File: src/design/fct_pkg.sv
package fct_pkg;

    localparam int unsigned CFG_W  = 13;
    localparam int unsigned LINK_W = 16;

    localparam logic [CFG_W-1:0] ENTRY_COUNT_RESET = 13'd4096;

    localparam logic [1:0] MODE_READ  = 2'd0;
    localparam logic [1:0] MODE_SET   = 2'd1;
    localparam logic [1:0] MODE_ALLOC = 2'd2;
    localparam logic [1:0] MODE_FREE  = 2'd3;

    localparam logic [1:0] ST_OK    = 2'd0;
    localparam logic [1:0] ST_FULL  = 2'd1;
    localparam logic [1:0] ST_RANGE = 2'd2;
    localparam logic [1:0] ST_LIMIT = 2'd3;

    localparam logic [LINK_W-1:0] LINK_FREE    = 16'h0000;
    localparam logic [LINK_W-1:0] LINK_EOC     = 16'hFFFF;
    localparam logic [LINK_W-1:0] LINK_EOC_MIN = 16'hFFF8;
    localparam logic [LINK_W-1:0] FIRST_DATA   = 16'd2;

    typedef struct packed {
        logic rd;
        logic wr;
    } mem_cmd_t;

    typedef enum logic [7:0] {
        S_CLEAR     = 8'b0000_0001,
        S_IDLE      = 8'b0000_0010,
        S_EXEC      = 8'b0000_0100,
        S_RD_WAIT   = 8'b0000_1000,
        S_ALLOC_RD  = 8'b0001_0000,
        S_ALLOC_CHK = 8'b0010_0000,
        S_FREE_CHK  = 8'b0100_0000,
        S_FREE_WR   = 8'b1000_0000
    } state_t;

endpackage

File: src/design/fct_ctrl.sv
module fct_ctrl #(
    parameter int unsigned TABLE_ENTRIES = 4096,
    localparam int unsigned AW = $clog2(TABLE_ENTRIES),
    localparam int unsigned NW = ($clog2(TABLE_ENTRIES + 1) > 13) ?
                                 $clog2(TABLE_ENTRIES + 1) : 13,
    localparam int unsigned CW = (NW > 16) ? NW : 16
) (
    input  logic              clk,
    input  logic              rst_n,
    input  logic              start,
    output logic              busy,
    input  logic [1:0]        mode,
    input  logic [15:0]       cluster,
    input  logic [15:0]       link_value,
    input  logic [CW-1:0]     active_count,
    output fct_pkg::mem_cmd_t mem_cmd,
    output logic [AW-1:0]     mem_addr,
    output logic [15:0]       mem_wdata,
    input  logic [15:0]       mem_rdata,
    output logic              done,
    output logic [15:0]       result_cluster,
    output logic [1:0]        status
);
    import fct_pkg::*;

    localparam logic [AW-1:0] LAST_ADDR = AW'(TABLE_ENTRIES - 1);

    state_t            state_reg, state_next;
    logic [AW-1:0]     clr_reg, clr_next;
    logic [1:0]        mode_reg, mode_next;
    logic [LINK_W-1:0] cl_reg, cl_next;
    logic [LINK_W-1:0] link_reg, link_next;
    logic [CW-1:0]     ptr_reg, ptr_next;
    logic [CW-1:0]     steps_reg, steps_next;
    logic              done_reg, done_next;
    logic [LINK_W-1:0] result_reg, result_next;
    logic [1:0]        status_reg, status_next;
    logic              cl_in_range;
    logic              ptr_in_range;
    logic              cl_in_chain;

    assign cl_in_range  = CW'(cl_reg) < active_count;
    assign ptr_in_range = ptr_reg < active_count;
    assign cl_in_chain  = (cl_reg >= FIRST_DATA) && (cl_reg < LINK_EOC_MIN);

    always_comb
    begin
        state_next  = state_reg;
        clr_next    = clr_reg;
        mode_next   = mode_reg;
        cl_next     = cl_reg;
        link_next   = link_reg;
        ptr_next    = ptr_reg;
        steps_next  = steps_reg;
        done_next   = 1'b0;
        result_next = result_reg;
        status_next = status_reg;
        mem_cmd     = '0;
        mem_addr    = '0;
        mem_wdata   = LINK_FREE;

        unique case (state_reg)
            S_CLEAR:
            begin
                mem_cmd.wr = 1'b1;
                mem_addr   = clr_reg;
                clr_next   = clr_reg + 1'b1;
                if (clr_reg == LAST_ADDR)
                begin
                    state_next = S_IDLE;
                end
            end
            S_IDLE:
            begin
                if (start)
                begin
                    mode_next  = mode;
                    cl_next    = cluster;
                    link_next  = link_value;
                    state_next = S_EXEC;
                end
            end
            S_EXEC:
            begin
                result_next = LINK_FREE;
                status_next = ST_OK;
                case (mode_reg)
                    MODE_READ:
                    begin
                        if (cl_in_range)
                        begin
                            mem_cmd.rd = 1'b1;
                            mem_addr   = cl_reg[AW-1:0];
                            state_next = S_RD_WAIT;
                        end
                        else
                        begin
                            status_next = ST_RANGE;
                            done_next   = 1'b1;
                            state_next  = S_IDLE;
                        end
                    end
                    MODE_SET:
                    begin
                        if (cl_in_range)
                        begin
                            mem_cmd.wr = 1'b1;
                            mem_addr   = cl_reg[AW-1:0];
                            mem_wdata  = link_reg;
                        end
                        else
                        begin
                            status_next = ST_RANGE;
                        end
                        done_next  = 1'b1;
                        state_next = S_IDLE;
                    end
                    MODE_ALLOC:
                    begin
                        ptr_next   = CW'(FIRST_DATA);
                        state_next = S_ALLOC_RD;
                    end
                    default:
                    begin
                        steps_next = '0;
                        state_next = S_FREE_CHK;
                    end
                endcase
            end
            S_RD_WAIT:
            begin
                result_next = mem_rdata;
                done_next   = 1'b1;
                state_next  = S_IDLE;
            end
            S_ALLOC_RD:
            begin
                if (ptr_in_range)
                begin
                    mem_cmd.rd = 1'b1;
                    mem_addr   = ptr_reg[AW-1:0];
                    state_next = S_ALLOC_CHK;
                end
                else
                begin
                    status_next = ST_FULL;
                    done_next   = 1'b1;
                    state_next  = S_IDLE;
                end
            end
            S_ALLOC_CHK:
            begin
                if (mem_rdata == LINK_FREE)
                begin
                    mem_cmd.wr  = 1'b1;
                    mem_addr    = ptr_reg[AW-1:0];
                    mem_wdata   = LINK_EOC;
                    result_next = ptr_reg[LINK_W-1:0];
                    done_next   = 1'b1;
                    state_next  = S_IDLE;
                end
                else
                begin
                    ptr_next   = ptr_reg + 1'b1;
                    state_next = S_ALLOC_RD;
                end
            end
            S_FREE_CHK:
            begin
                if (!cl_in_chain)
                begin
                    done_next  = 1'b1;
                    state_next = S_IDLE;
                end
                else if (steps_reg >= active_count)
                begin
                    status_next = ST_LIMIT;
                    done_next   = 1'b1;
                    state_next  = S_IDLE;
                end
                else if (!cl_in_range)
                begin
                    status_next = ST_RANGE;
                    done_next   = 1'b1;
                    state_next  = S_IDLE;
                end
                else
                begin
                    mem_cmd.rd = 1'b1;
                    mem_addr   = cl_reg[AW-1:0];
                    state_next = S_FREE_WR;
                end
            end
            S_FREE_WR:
            begin
                mem_cmd.wr = 1'b1;
                mem_addr   = cl_reg[AW-1:0];
                mem_wdata  = LINK_FREE;
                cl_next    = mem_rdata;
                steps_next = steps_reg + 1'b1;
                state_next = S_FREE_CHK;
            end
            default:
            begin
                state_next = S_IDLE;
            end
        endcase
    end

    always_ff @(posedge clk or negedge rst_n)
    begin
        if (!rst_n)
        begin
            state_reg <= S_CLEAR;
            clr_reg   <= '0;
            done_reg  <= 1'b0;
        end
        else
        begin
            state_reg <= state_next;
            clr_reg   <= clr_next;
            done_reg  <= done_next;
        end
    end

    always_ff @(posedge clk)
    begin
        mode_reg   <= mode_next;
        cl_reg     <= cl_next;
        link_reg   <= link_next;
        ptr_reg    <= ptr_next;
        steps_reg  <= steps_next;
        result_reg <= result_next;
        status_reg <= status_next;
    end

    assign busy           = state_reg != S_IDLE;
    assign done           = done_reg;
    assign result_cluster = result_reg;
    assign status         = status_reg;

endmodule

File: config.mk
export PLATFORM = sky130hd
export DESIGN_NAME = fct_ctrl
export DESIGN_NICKNAME = d
export VERILOG_FILES = /design/src/design/fct_pkg.sv /design/src/design/fct_ctrl.sv
export SDC_FILE = /design/constraint.sdc
export NUM_CORES = 1
export LEC_CHECK = 0
export BUFFER_PORTS_ARGS = -buffer_cell sky130_fd_sc_hd__buf_2
export CORE_MARGIN = 10
export CORE_UTILIZATION = 50
export DETAILED_ROUTE_END_ITERATION = 10
export PLACE_DENSITY = 0.73
export SETUP_SLACK_MARGIN = 0.15
export SYNTH_ARGS = -nofsm -noshare
export SYNTH_HDL_FRONTEND = slang
export SYNTH_SLANG_ARGS = --single-unit
File: constraint.sdc
create_clock -name clk -period 2.8 [get_ports clk]
set_input_delay 0.14 -clock clk [delete_from_list [all_inputs] [get_ports clk]]
set_output_delay 0.14 -clock clk [all_outputs]
set_load 0.005 [all_outputs]
# Yosys cells after proc, flatten, opt, wreduce, memory -nomap -nowiden

Cells that the tools add are included.

Output and inout bits: 50
Bits in registers: 105
Input port bits: 69

$add $sub $neg: 3
Eq/ne operators: 21
Mux-type cells: 52
Reduce and logical (&&, ||, !) cells: 18
Magnitude comparators: 5

Operators by type and width:

| cell                                                               | count |
|---|---|
| two-way mux 16 bit                                                 | 8 |
| case mux 16 bit (2 select lines)                                   | 4 |
| two-way mux 12 bit                                                 | 6 |
| case mux 12 bit (6 select lines)                                   | 1 |
| case mux 8 bit (7 select lines)                                    | 1 |
| case mux 16 bit (3 select lines)                                   | 1 |
| two-way mux 8 bit                                                  | 5 |
| adder 16 x 1 -> 16 bit, second input constant                      | 2 |
| less-than comparator 16 bit                                        | 2 |
| case mux 8 bit (3 select lines)                                    | 1 |
| greater-or-equal comparator 16 bit                                 | 1 |
| greater-or-equal comparator 16 x 2 -> 1 bit, second input constant | 1 |
| zero test 16 bit                                                   | 1 |
| less-than comparator 16 bit, second input constant                 | 1 |
| != test 2 bit, second input constant                               | 7 |
| adder 12 x 1 -> 12 bit, second input constant                      | 1 |
| equality test 12 bit, second input constant                        | 1 |
| two-way mux 2 bit                                                  | 6 |
| two-way mux 1 bit                                                  | 11 |
| AND reduction 2 bit                                                | 5 |
| equality test 8 x 1 -> 1 bit, second input constant                | 1 |
| equality test 8 x 2 -> 1 bit, second input constant                | 1 |
| equality test 8 x 3 -> 1 bit, second input constant                | 1 |
| equality test 8 x 4 -> 1 bit, second input constant                | 1 |
| 24 further kinds                                                   | 29 |

# Depth between registers and ports, before layout

Gate-level depths: netlist (run 1).

Word-level depth: 5
Mapped depth: 10

# Worst setup path before layout (run 1)

Ideal clock, no wire load.

Path type: register -> output
From: reg steps_reg[7]
To: out mem_addr[0]
Stages on the path, launching flop included: 10
Arrival time: 2.485 ns
Path slack: 0.175 ns
Cell sequence: edfxtp_1 ha_1 a21oi_1 a211oi_1 a2111oi_0 o21ai_4 nor4b_4 a211o_1 buf_6 a221o_1

Word-level cells in the longest chain between the ends: 4

RTL lines:

| item                               | line            | RTL |
|---|---|---|
| start, declared                    | fct_ctrl.sv:34  | `logic [CW-1:0] steps_reg, steps_next;` |
| start signal, assigned             | fct_ctrl.sv:232 | `steps_reg <= steps_next;` |
| greater-or-equal comparator 16 bit | fct_ctrl.sv:175 | `else if (steps_reg >= active_count)` |
| two-way mux 12 bit                 | fct_ctrl.sv:175 |  |
| two-way mux 12 bit                 | fct_ctrl.sv:170 | `if (!cl_in_chain)` |
| case mux 12 bit (6 select lines)   | fct_ctrl.sv:62  | `unique case (state_reg)` |
| end, declared                      | fct_ctrl.sv:17  | `output logic [AW-1:0] mem_addr,` |

Every way passes these cells.

# Final worst setup path (run 1)

From: reg cl_reg[14]
To: out mem_addr[10]

Word-level cells in the longest chain between the ends: 5

RTL lines:

| item                                 | line                                             | RTL |
|---|---|---|
| start, declared                      | fct_ctrl.sv:31                                   | `logic [LINK_W-1:0] cl_reg, cl_next;` |
| start signal, assigned               | fct_ctrl.sv:229                                  | `cl_reg <= cl_next;` |
| less-than comparator 16 bit          | fct_ctrl.sv:42                                   | `assign cl_in_range = CW'(cl_reg) < active_count;` |
| two-way mux 12 bit                   | fct_ctrl.sv:90, fct_ctrl.sv:105, fct_ctrl.sv:181 |  |
| two-way mux 12 bit                   | fct_ctrl.sv:175                                  |  |
| two-way mux 12 bit                   | fct_ctrl.sv:170                                  |  |
| case mux 12 bit (6 select lines) (*) | fct_ctrl.sv:62                                   |  |

Every way passes the cells marked *; elsewhere a longest branch is shown, timed or not.

==> flow_metrics.env, run 1 <==
export IMPL_tns_ps=-6900
export IMPL_io_pins=119
export IMPL_irDropWorstVdd_mv=0.352
export IMPL_cp_slowest_cell="edfxtp_1"
export IMPL_reg2reg_from="cl_reg[14]"
export IMPL_regToRegSetupSlack_ps=70
export IMPL_wire_per_inst_microns=19.8
export IMPL_grt_pass1_vias=5374
export IMPL_drive_above_1_share=0.324
export IMPL_powerDensity_nw_per_um2=547
export IMPL_critPathTopFamily="compound AO/OA/AOI/OAI gates"
export IMPL_r2r_end="status[0]"
export IMPL_worstSkewPairLatency_ps=360
export IMPL_start_util=0.513
export IMPL_fin_crit_ps=3210
export IMPL_post_route_period_util=1.14
export IMPL_holdPathStages=3
export IMPL_power_leakage_nw=3.50
export IMPL_cp_max_fo=12
export IMPL_ys_flop_type="edfxtp_1"
export IMPL_grt_pass1_wl_microns=28300
export IMPL_vias=5251
export IMPL_crit_type="reg2out"
export IMPL_fp_dieH_microns=131
export IMPL_outcome="finished with violations"
export IMPL_dieArea_sq_um=17200
export IMPL_ys_warn_count=0
export IMPL_final_util=0.669
export IMPL_async_flop_share=0.200
export IMPL_die_w_microns=131
export IMPL_worstHoldPathType="in2reg"
export IMPL_gr_total_overflow=0
export IMPL_synth_edf_count=84
export IMPL_numPortBuffers=118
export IMPL_skew_ps=7.29
export IMPL_antenna_found_initial=1
export IMPL_cp_cell_sequence="ha_4, nand4_1, or3_4, a2111oi_4, or4_4, nor4b_4, a211o_1, buf_12, a221o_1, buf_2"
export IMPL_hold_end="state_reg[2]"
export IMPL_cts_tree="built"
export IMPL_hold_start="start"
export IMPL_dr_pass1_iters=5
export IMPL_clk_path_buf_depth=2
export IMPL_core_sq_um=12100
export IMPL_maxCapViolations=0
export IMPL_grt_total_usage=0.203
export IMPL_mappedNetlistArea_sq_um=6190
export IMPL_start_kind="flip-flop"
export IMPL_ys_ff_latch=105
export IMPL_area_growth_synth_to_final_pct=30.4
export IMPL_syn_area_per_cell_sq_um=11.4
export IMPL_nFillCells=919
export IMPL_fmax_ghz=0.312
export IMPL_finalSetupViolCount=30
export IMPL_synth_net_count=659
export IMPL_wl_microns=18100
export IMPL_viasPerCell=5.74
export IMPL_place_hpwl_microns=13700
export IMPL_cts_sinks=105
export IMPL_drt_iter0_markers=490
export IMPL_fp_row_count=40
export IMPL_dpl_cell_area_sq_um=7370
export IMPL_rsz0062_at_grt="true"
export IMPL_hold_violations=0
export IMPL_nets=859
export IMPL_seq_area_frac_synth=0.493
export IMPL_gp_congestion=0.883
export IMPL_multi_input_area_sq_um=3060
export IMPL_htreeDepth=3
export IMPL_ant_nets=0
export IMPL_path_clk_slew_ps=70
export IMPL_drc_errors=0
export IMPL_required_ps=2660
export IMPL_rr_worst_depth=11
export IMPL_syn_inst=541
export IMPL_arrival_ps=3070
export IMPL_synth_cell_types=59
export IMPL_path_buf_inv=2
export IMPL_numCtsBuffers=9
export IMPL_slew_headroom=0.609
export IMPL_worst_slew_pin_transition_ps=581
export IMPL_slowest_delay_ps=440
export IMPL_final_area_sq_um=8070
export IMPL_slew_violations=0
export IMPL_dp_slack_ps=-102
export IMPL_p_total_w=0.00441
export IMPL_end_kind="output port"
export IMPL_cts_root_buf="clkbuf_16"
export IMPL_worst_slack_ps=-406
export IMPL_violations="negative setup slack"
export IMPL_grt_max_degree=35
export IMPL_regArea_sq_um=3050
## cells in the mapped netlist, types with 4 or more instances
library cell | n | area (sq um)
o21ai_0 | 12 | 60.1
or3_1 | 5 | 31.3
buf_2 | 4 | 20.0
and2_1 | 15 | 93.8
dfrtp_1 | 20 | 500
edfxtp_1 | 84 | 2520
o21a_1 | 19 | 143
nand4_1 | 16 | 100
xnor2_1 | 17 | 149
clkbuf_1 | 10 | 37.5
a221o_1 | 12 | 120
a22o_1 | 15 | 131
nand2_1 | 32 | 120
xor2_1 | 22 | 193
ha_1 | 49 | 613
inv_1 | 25 | 93.8
and3_1 | 11 | 68.8
nand3_1 | 20 | 100
a21oi_1 | 16 | 80.1
nor4_1 | 10 | 62.6
nand2b_1 | 5 | 31.3
mux2_2 | 16 | 180
nor3b_1 | 4 | 30.0
a211oi_1 | 5 | 37.5
nor2_1 | 50 | 188
## worst min-delay path, delay by kind of cell
| kind | cells | cell delay, ps |
|---|---|---|
| buf+inv | 2 | 120 |
| simple gates | 1 | 90 |
## cells in the final DEF (no fill, tap or decap), drive strengths merged, types with 9 or more instances in the layout
cell type | netlist | layout
a21oi | 16 | 16
dfrtp | 20 | 20
nand4 | 16 | 16
a22o | 15 | 15
clkbuf | 10 | 9
nand2 | 32 | 32
nor2 | 50 | 50
mux2 | 17 | 17
dlygate4sd3 | 0 | 19
and3 | 11 | 11
nand3 | 21 | 21
a221o | 12 | 12
buf | 6 | 186
nor4 | 10 | 10
xor2 | 22 | 22
inv | 25 | 26
o21ai | 15 | 15
o21a | 19 | 19
and2 | 16 | 16
xnor2 | 17 | 17
edfxtp | 84 | 84
ha | 49 | 49
## how the worst max path moves through the flow
stage                       startpoint           end  slack (ps)  cells past startpoint
after floorplan           steps_reg[7]   mem_addr[0]         170                      9
after global placement      cl_reg[15]   mem_addr[0]          10                     10
after detailed placement    cl_reg[15]  mem_addr[10]        -100                     10
after CTS                   cl_reg[15]  mem_addr[10]        -380                     10
after global routing        cl_reg[15]   mem_addr[0]        -510                     10
final                       cl_reg[14]  mem_addr[10]        -410                     10
## through the flow
| step | std cells | hold slack [ps] |
|---|---|---|
| floorplan | 541 | -156 |
| global placement | 870 | 116 |
| detailed placement | 870 | 118 |
| CTS | 910 | 37.3 |
| global route | 915 | 56.2 |
| finish | 915 | 41.1 |
## final cells by class
type,count,share of cell area
multi-input combinational,395,0.380
sequential,105,0.378
timing repair buffer,205,0.165
clock buffer,9,0.0279
tap,168,0.0261
clock inverter,7,0.0116
inverter,25,0.0116
antenna,1,0.000310
## power breakdown
| part | leakage, nW | internal [W] | total [W] | switching, W |
|---|---|---|---|---|
| registers | 1.07 | 0.00191 | 0.00202 | 0.000112 |
| logic | 2.27 | 0.000483 | 0.00102 | 0.000534 |
| clock network | 0.159 | 0.000786 | 0.00138 | 0.000590 |
## per-layer routing
| layer | GRT usage | routed length, microns | vias up |
|---|---|---|---|
| met1 | 0.240 | 7520 | 2554 |
| met2 | 0.351 | 9080 | 224 |
| met4 | 0.0694 | 380 | 0 |
| met5 | 0 | 0 | - |
| li1 | - | - | 2439 |
| met3 | 0.0488 | 1150 | 34 |
## cells by family after synthesis
kind of cell	share of synthesized area
and+or+nand+nor	0.171
DFF	0.493
xor gates and xnor gates	0.0552
buffers and inverters	0.0269
adders and majority gates	0.0991
AOI/OAI and AO/OA	0.124
muxes	0.0309
## what timing repair did
| action | 4_1_cts | 5_1_grt |
|---|---|---|
| hold buffers | 19 | 0 |
| gates cloned | 0 | 0 |
| pin swaps | 11 | 5 |
| endpoints found under the setup margin | 32 | 34 |
| gates resized for setup | 7 | 15 |
| buffers inserted | 5 | 5 |
| endpoints found under the hold margin | 38 | 0 |
(Power assumes the default switching activity.)
==> run 2: changes to the inputs <==
CORE_UTILIZATION = 55   (was 50)
PLACE_DENSITY = 0.79   (was 0.73)
TNS_END_PERCENT = 5   (was not set)
==> run 2 against run 1 <==
The flow still finishes with violations (negative setup slack). Setup slack got worse by 47 ps. Hold slack improved by 22 ps. Die area fell by 7.7%. Final cell count fell by 4.0%. Power fell by 1.4%. Critical path type unchanged. Critical endpoint is now mem_addr[6].
==> flow_metrics.env, run 2 (synthesis results as in run 1) <==
export IMPL_worstHoldPathType="in2reg"
export IMPL_finalSetupViolCount=30
export IMPL_final_cell_mix="buf_2 (118), edfxtp_1 (84), buf_4 (58)"
export IMPL_fp_row_count=38
export IMPL_clk_path_buf_depth=2
export IMPL_worst_slack_ps=-453
export IMPL_skew_ps=7.73
export IMPL_hold_violations=0
export IMPL_final_common_cell="buf_2"
export IMPL_final_area_sq_um=7960
export IMPL_start_util=0.566
export IMPL_cts_sinks=105
export IMPL_crit_end="mem_addr[6]"
export IMPL_gp_congestion=0.913
export IMPL_worstSkewPairLatency_ps=350
export IMPL_numCtsBuffers=9
export IMPL_ant_nets=0
export IMPL_fin_cells=878
export IMPL_slew_headroom=0.546
export IMPL_top_layer_used="met4"
export IMPL_violations="negative setup slack"
export IMPL_drive_above_1_share=0.318
export IMPL_drc_errors=0
export IMPL_rsz0062_at_grt="true"
export IMPL_path_clk_slew_ps=70
export IMPL_die_w_microns=126
export IMPL_startpoint="cl_reg[13]"
export IMPL_nFillCells=774
export IMPL_wire_per_inst_microns=20.7
export IMPL_cts_tree="built"
export IMPL_core_sq_um=10900
export IMPL_final_util=0.728
export IMPL_regToRegSetupSlack_ps=170
export IMPL_viasPerCell=6.03
export IMPL_slew_violations=0
export IMPL_vias=5295
export IMPL_cp_max_fo=12
export IMPL_antenna_found_initial=1
export IMPL_wl_microns=18100
export IMPL_grt_pass1_wl_microns=28300
export IMPL_end_kind="output port"
export IMPL_powerDensity_nw_per_um2=547
export IMPL_rr_worst_depth=8
export IMPL_place_inst=840
export IMPL_htreeDepth=3
export IMPL_grt_max_degree=35
export IMPL_power_leakage_nw=3.44
export IMPL_start_kind="flip-flop"
export IMPL_nets=850
export IMPL_reg2reg_from="cl_reg[13]"
export IMPL_grt_pass1_vias=5410
export IMPL_fin_crit_ps=3250
export IMPL_fp_dieH_microns=126
export IMPL_dr_pass1_iters=7
export IMPL_cts_root_buf="clkbuf_16"
export IMPL_dpl_cell_area_sq_um=7320
export IMPL_place_hpwl_microns=13500
export IMPL_numPortBuffers=118
export IMPL_irDropWorstVdd_mv=0.500
export IMPL_dieArea_sq_um=15900
export IMPL_wl_met3_microns=1370
export IMPL_drt_iter0_markers=496
export IMPL_io_pins=119
export IMPL_crit_type="reg2out"
export IMPL_r2r_end="status[0]"
export IMPL_fin_hold_ws_ps=62.9
export IMPL_post_route_period_util=1.16
export IMPL_outcome="finished with violations"
export IMPL_wl_met2_microns=9450
export IMPL_gr_total_overflow=0
export IMPL_maxCapViolations=0
export IMPL_required_ps=2660
export IMPL_grt_total_usage=0.220
export IMPL_fmax_ghz=0.307
export IMPL_m1WireLength_microns=6930
export IMPL_area_growth_synth_to_final_pct=28.7
export IMPL_p_total_w=0.00435
export IMPL_worst_slew_pin_transition_ps=679
export IMPL_arrival_ps=3110
export IMPL_holdPathStages=3
==> run 2: cell types whose count changed in the layout (fill, tap and decap cells not counted), sizes merged <==
cell / before / now
buf: 186 / 177
clkbuf: 9 / 10
clkinv: 4 / 2
clkinvlp: 0 / 1
==> run 2: per-stage QoR <==
stage / setup slack (ps) / setup TNS, ps
global route: -530 / -11440
CTS: -394 / -7480
floorplan: 175 / 0
finish: -453 / -9420
global placement: 8.08 / 0
detailed placement: -107 / -1110
==> run 2: what timing repair did <==
item / CTS / global route
resized for setup: 6 / 8
hold buffers: 19 / 0
buffers inserted: 2 / 0
pin swaps: 6 / 2
endpoints found under the hold margin: 38 / 0
setup endpoints to repair: 32 / 34
==> run 2: routing by layer <==
metal / GRT usage / up-vias
li1: - / 2419
met1: 0.252 / 2551
met2: 0.396 / 278
met3: 0.0478 / 47
met4: 0.0697 / 0
met5: 0 / -
==> run 2: layout make-up <==
type                            count  area, sq um  area share
Timing Repair Buffer              196         1240       0.155
Inverter                           25         93.8      0.0118
Sequential cell                   105         3050       0.383
Antenna cell                        1         2.50    0.000314
Tap cell                          140          175      0.0220
Clock inverter                      6         91.3      0.0115
Clock buffer                       10          229      0.0288
Multi-Input combinational cell    395         3080       0.387
==> run 2: worst min path at each step <==
stage / slack (ps) / start / endpoint
2_1_floorplan: -160 / rst_n / clr_reg[0]
6_report: 60 / start / state_reg[2]
3_5_place_dp: 110 / rst_n / clr_reg[2]
4_1_cts: 50 / start / state_reg[2]
5_1_grt: 80 / start / state_reg[2]
3_3_place_gp: 110 / rst_n / clr_reg[2]
==> run 2: power by group <==
part           switching (W)  leakage [nW]  internal [W]
combinational       0.000516          2.21      0.000435
clock               0.000582         0.152      0.000789
sequential          0.000120          1.07       0.00191
total                0.00122          3.44       0.00313
==> run 2: critical path, cell delays in order (launching register included) <==
cell,delay (ps)
edfxtp_1,420
ha_1,330
nand4_1,160
or3_4,390
a2111oi_4,250
or4_4,220
nor4b_4,50
a211o_1,280
buf_12,170
a221o_1,360
buf_2,140
